## src/rtl/bitplane_pixel_fetch_macros.svh

```systemverilog
// ---------------------------------------------------------------------------
// bitplane_pixel_fetch_macros.svh
// Assertion macros used by the bitplane pixel fetch RTL.
// ---------------------------------------------------------------------------
`ifndef BITPLANE_PIXEL_FETCH_MACROS_SVH
`define BITPLANE_PIXEL_FETCH_MACROS_SVH

// Same-cycle implication, disabled while reset is asserted (active low).
`define BPF_ASSERT_IMPL(label, clk_s, rst_s, ante, cons, msg) \
  label: assert property (@(posedge clk_s) disable iff (!rst_s) (ante) |-> (cons)) \
    else $error(msg);

// Next-cycle implication, disabled while reset is asserted (active low).
`define BPF_ASSERT_NEXT(label, clk_s, rst_s, ante, cons, msg) \
  label: assert property (@(posedge clk_s) disable iff (!rst_s) (ante) |=> (cons)) \
    else $error(msg);

`endif

```

## src/rtl/bpf_pkg.sv

```systemverilog
// ---------------------------------------------------------------------------
// bpf_pkg
// Types and constants of the bitplane pixel fetch block.
// ---------------------------------------------------------------------------
package bpf_pkg;

  localparam int CFG_IDX_W  = 3;
  localparam int CFG_DATA_W = 24;
  // Byte addresses of all layouts stay below 2**24; one bit of headroom.
  localparam int ADDR_W     = 25;

  typedef enum logic [CFG_IDX_W-1:0] {
    REG_LINE_BYTES    = 3'd0,
    REG_IMAGE_HEIGHT  = 3'd1,
    REG_PLANE_COUNT   = 3'd2,
    REG_LAYOUT_MODE   = 3'd3,
    REG_PLANE_SKIP    = 3'd4,
    REG_OPTIONS       = 3'd5,
    REG_PLANE_ORDER   = 3'd6,
    REG_SOURCE_LENGTH = 3'd7
  } bpf_reg_t;

  localparam logic [2:0] LAYOUT_SEPARATE   = 3'd0;
  localparam logic [2:0] LAYOUT_INTERLEAVE = 3'd1;
  localparam logic [2:0] LAYOUT_SPRITE     = 3'd2;
  localparam logic [2:0] LAYOUT_PACKED     = 3'd3;
  localparam logic [2:0] LAYOUT_NIBBLE     = 3'd4;

  localparam logic ACT_WRITE = 1'b0;
  localparam logic ACT_FETCH = 1'b1;

  localparam int OPT_REVERSE = 0;
  localparam int OPT_SKIP    = 1;

  localparam logic [9:0]  RST_LINE_BYTES    = 10'd40;
  localparam logic [9:0]  RST_IMAGE_HEIGHT  = 10'd200;
  localparam logic [3:0]  RST_PLANE_COUNT   = 4'd1;
  localparam logic [2:0]  RST_LAYOUT_MODE   = LAYOUT_SEPARATE;
  localparam logic [15:0] RST_PLANE_SKIP    = 16'd0;
  localparam logic [1:0]  RST_OPTIONS       = 2'd0;
  localparam logic [23:0] RST_PLANE_ORDER   = 24'hFAC688;
  localparam logic [16:0] RST_SOURCE_LENGTH = 17'd0;

  typedef struct packed {
    logic [9:0]  line_bytes;
    logic [9:0]  image_height;
    logic [3:0]  plane_count;
    logic [2:0]  layout_mode;
    logic [15:0] plane_skip;
    logic [1:0]  options;
    logic [23:0] plane_order;
    logic [16:0] source_length;
  } bpf_cfg_t;

endpackage

```

## src/rtl/bpf_cfg_regs.sv

```systemverilog
// ---------------------------------------------------------------------------
// bpf_cfg_regs
// Configuration register file: decodes writes and holds reset values.
// ---------------------------------------------------------------------------
module bpf_cfg_regs import bpf_pkg::*; (
  input  logic                  clk,
  input  logic                  rst_n,
  input  logic                  cfg_we,
  input  logic [CFG_IDX_W-1:0]  cfg_index,
  input  logic [CFG_DATA_W-1:0] cfg_wdata,
  output bpf_cfg_t              cfg
);

  bpf_cfg_t cfg_r;

  always_ff @(posedge clk) begin
    if (!rst_n) begin
      cfg_r.line_bytes    <= RST_LINE_BYTES;
      cfg_r.image_height  <= RST_IMAGE_HEIGHT;
      cfg_r.plane_count   <= RST_PLANE_COUNT;
      cfg_r.layout_mode   <= RST_LAYOUT_MODE;
      cfg_r.plane_skip    <= RST_PLANE_SKIP;
      cfg_r.options       <= RST_OPTIONS;
      cfg_r.plane_order   <= RST_PLANE_ORDER;
      cfg_r.source_length <= RST_SOURCE_LENGTH;
    end else if (cfg_we) begin
      case (bpf_reg_t'(cfg_index))
        REG_LINE_BYTES:    cfg_r.line_bytes    <= cfg_wdata[9:0];
        REG_IMAGE_HEIGHT:  cfg_r.image_height  <= cfg_wdata[9:0];
        REG_PLANE_COUNT:   cfg_r.plane_count   <= cfg_wdata[3:0];
        REG_LAYOUT_MODE:   cfg_r.layout_mode   <= cfg_wdata[2:0];
        REG_PLANE_SKIP:    cfg_r.plane_skip    <= cfg_wdata[15:0];
        REG_OPTIONS:       cfg_r.options       <= cfg_wdata[1:0];
        REG_PLANE_ORDER:   cfg_r.plane_order   <= cfg_wdata[23:0];
        REG_SOURCE_LENGTH: cfg_r.source_length <= cfg_wdata[16:0];
        default: ;
      endcase
    end
  end

  assign cfg = cfg_r;

endmodule
```

## config.mk

```make
export PLATFORM = sky130hd
export DESIGN_NAME = bpf_cfg_regs
export DESIGN_NICKNAME = d
export VERILOG_FILES = /design/src/rtl/bitplane_pixel_fetch_macros.svh /design/src/rtl/bpf_pkg.sv /design/src/rtl/bpf_cfg_regs.sv
export SDC_FILE = /design/constraint.sdc
export NUM_CORES = 1
export LEC_CHECK = 0
export ABC_AREA = 1
export BUFFER_PORTS_ARGS = -buffer_cell sky130_fd_sc_hd__buf_2
export CORE_MARGIN = 2
export CORE_UTILIZATION = 45
export CTS_CLUSTER_DIAMETER = 50
export DETAILED_ROUTE_END_ITERATION = 16
export PLACE_DENSITY_LB_ADDON = 0.08
export SLEW_MARGIN = 20
export SYNTH_ARGS = -nofsm -noshare
export SYNTH_HDL_FRONTEND = slang
export SYNTH_SLANG_ARGS = --single-unit
```

## constraint.sdc

```tcl
create_clock -name clk -period 1.2 [get_ports clk]
set_input_delay 0.24 -clock clk [delete_from_list [all_inputs] [get_ports clk]]
set_output_delay 0.24 -clock clk [all_outputs]
set_load 0.005 [all_outputs]
```

# ---- After elaboration in Yosys (flattened, before gate mapping)
# Cells that the tools add are included.
dict set report classes {
  eq_ne 7
  n_reduce_logical 9
}
# op count
set ops {}
lappend ops {{$reduce_and 2->1} 8}
lappend ops {{$eq 3x3->1 const B} 4}
lappend ops {{$eq 3x2->1 const B} 2}
lappend ops {{$eq 3x1->1 const B} 1}
lappend ops {{$logic_not 3->1} 1}
dict set report totals {
  inputBits 30
  regBits 86
  output_inout_bits 86
  word_cells 24
}

# ---- Logic depth before layout (Yosys ltp)
dict set report logic_depth {
  ltp_word 2
  ltp_mapped 6
  depth_no_buf 5
}

# ---- Worst setup path after synthesis
# Ideal clock, no wire load.
dict set report synth_path {
  kind {input to register}
  start {input port rst_n}
  end {register cfg_r, in the netlist cfg[26]}
  required_time_ps 1070
  path_buffers 3
  arrival_time_ps 890
  path_stages 4
  setup_ps 130
  slack_ps 181
  cell_sequence {buf_2 buf_2 clkbuf_1 nand3_1}
}
# element line_no
set synth_lines {}
lappend synth_lines {{start: declaration} bpf_cfg_regs.sv:7} ;# input logic rst_n,
lappend synth_lines {{end: declaration} bpf_cfg_regs.sv:14} ;# bpf_cfg_t cfg_r;
# No word-level cell between the ends.

# ---- Worst setup path in the final report
dict set report layout_path {
  start {register cfg_r, in the netlist cfg[50]}
  end {output port cfg[50] (netlist name)}
}
# element line_no
set layout_lines {}
lappend layout_lines {{end: declaration} bpf_cfg_regs.sv:11} ;# output bpf_cfg_t cfg
# No word-level cell between the ends.

==> impl_metrics.env <==
export IMPL_ios=116
export IMPL_antenna_found_initial=0
export IMPL_crit_required_ns=0.96
export IMPL_grt_max_degree=45
export IMPL_grt_pass1_vias=2968
export IMPL_final_period_utilization=0.892
export IMPL_coreArea_um2=7250
export IMPL_p_leak_nw=2.24
export IMPL_arrival_ns=0.83
export IMPL_hold_viol=0
export IMPL_tns_ns=0
export IMPL_syn_area_um2=3350
export IMPL_syn_num_nets=513
export IMPL_root_buffer="clkbuf_8"
export IMPL_clock_skew_ns=0
export IMPL_worst_pin_slew_ns=0.385
export IMPL_ant_nets=0
export IMPL_place_hpwl_um=6290
export IMPL_grt_pass1_wl_um=14300
export IMPL_drt_iter0_drc=191
export IMPL_clock_sinks=86
export IMPL_rsz0062_at_grt="no"
export IMPL_antenna_cells=0
export IMPL_seqPwrFrac=0.509
export IMPL_fin_nets=634
export IMPL_hold_worst_slack_ns=0.0940
export IMPL_syn_to_final_growth_pct=30.6
export IMPL_dp_cells=692
export IMPL_max_vdd_ir_drop_uv=686
export IMPL_dieWidth_um=90.3
export IMPL_yosysSeqAreaShare=0.513
export IMPL_crit_chain="buf_2"
export IMPL_p_comb_frac=0.108
export IMPL_cp_max_fo=2
export IMPL_swShare=0.246
export IMPL_cpPeakStageDelay_ns=0.36
export IMPL_vias=3344
export IMPL_cp_end_kind="output port"
export IMPL_path_class="flip-flop to output port"
export IMPL_ys_types=12
export IMPL_cts_htree_levels=3
export IMPL_cts_tree="yes"
export IMPL_drv_slew=0
export IMPL_final_common_cell="nor2_1"
export IMPL_synth_warnings=0
export IMPL_cts_hold_buffers=0
export IMPL_fp_row_count=31
export IMPL_vias_per_cell=4.72
export IMPL_synth_seq_cells=86
export IMPL_fillers=728
export IMPL_largest_reg_flops=86
export IMPL_power_density_nw_per_um2=1350
export IMPL_drcViolationCount=0
export IMPL_postCtsSetupRepairBufs=0
export IMPL_maxCapViolations=0
export IMPL_layout_common_cells="nor2_1 (140), nand2_1 (131), buf_2 (115)"
export IMPL_worst_path_buf_inv=1
export IMPL_cts_inserted_buffers=9
export IMPL_r2r_slack_ns=0.62
export IMPL_switchingPower_mw=1.45
export IMPL_clk_latency_ns=0.34
export IMPL_internal_power_mw=4.45
export IMPL_grt_use_total=0.218
export IMPL_start_util=0.462
export IMPL_wl_per_cell_um=12.4
export IMPL_setup_viol=0
export IMPL_cp_start_kind="flip-flop"
export IMPL_gp_congestion=0.796
export IMPL_fin_cells=708
export IMPL_grt_overflow_total=0
export IMPL_drive_gt1_frac=0.261
export IMPL_critPathTopFamily="flip-flops"
export IMPL_synth_cells=483
export IMPL_crit_slowest_cell="dfxtp_1"
export IMPL_relSlewSlack=0.743
export IMPL_max_freq_mhz=934
export IMPL_run_status="finished clean"
export IMPL_routed_wl_um=8800
export IMPL_cts_resized=0
export IMPL_avgSynthCellArea_um2=6.94
export IMPL_dr_pass1_iters=5
export IMPL_pwr_share_clk=0.383
export IMPL_hold_class="input port to flip-flop"
export IMPL_die_h_um=90.3
export IMPL_dieArea_um2=8160
export IMPL_path_clk_slew_ns=0.09
export IMPL_portBuffers=115
export IMPL_clockBufferDepth=2
export IMPL_period_minus_slack_ns=1.07
## worst paths after layout
check                        from              endpoint  cells past startpoint
max reg2reg  cfg[23]$_SDFFE_PN0P_  cfg[23]$_SDFFE_PN0P_                      2
max          cfg[50]$_SDFFE_PN0P_               cfg[50]                      1
min reg2reg  cfg[37]$_SDFFE_PN1P_  cfg[37]$_SDFFE_PN1P_                      2
min                 cfg_wdata[20]  cfg[37]$_SDFFE_PN1P_                      3
## cells by family (layout without fill, tap and decap cells)
logic type    count (synthesis)  after routing  synth area share
flops                        86             86             0.513
buf+inv                      49            175            0.0646
simple gates                348            348             0.422
## layout make-up
type,count,area (um^2),share of cell area
Timing Repair Buffer,135,801,0.183
Clock buffer,11,141,0.0323
Clock inverter,5,82.6,0.0189
Sequential cell,86,1720,0.393
Inverter,24,90.1,0.0206
Tap cell,99,124,0.0283
Multi-Input combinational cell,348,1420,0.324
## power by group through the flow
stage | Clock (mW) | Sequential, mW | Combinational [mW]
after CTS | 2.31 | 3.00 | 0.642
after global placement | 0 | 3.07 | 0.631
after global routing | 2.44 | 3.02 | 0.716
final | 2.26 | 3.00 | 0.636
after floorplan | 0 | 3.08 | 0.341
after detailed placement | 0 | 3.07 | 0.639
## synth_stat cells (all sizes together)
| cell | count | share of area |
|---|---|---|
| nor2 | 148 | 0.17 |
| nand2 | 131 | 0.15 |
| dfxtp | 86 | 0.51 |
| nand3 | 69 | 0.10 |
| inv | 24 | 0.027 |
| buf | 23 | 0.035 |
| clkbuf | 2 | 0.0022 |
## through the flow
| stage | worst slack, ns | instance area [um^2] | utilization | total power [mW] |
|---|---|---|---|---|
| after detailed placement | -0.152 | 4150 | 0.573 | 3.71 |
| after floorplan | 0.181 | 3350 | - | 3.42 |
| final | 0.129 | 4380 | 0.604 | 5.90 |
| after global placement | -0.102 | 4150 | 0.573 | 3.70 |
| after global routing | 0.0795 | 4380 | 0.604 | 6.17 |
| after CTS | 0.112 | 4380 | 0.604 | 5.95 |
## per-layer routing
layer	part of all wire	up-vias	GRT usage
met5	0	-	0
met4	0.015	0	0.0846
met3	0.071	8	0.0459
met2	0.46	113	0.348
met1	0.45	1494	0.291
li1	-	1729	-
## worst reg2reg max path, cell delays in order, from the launching register on
cell and delay, ns:
dfxtp_1 0.32, nor2_1 0.11, nor2_1 0.05
(Power assumes the default switching activity.)
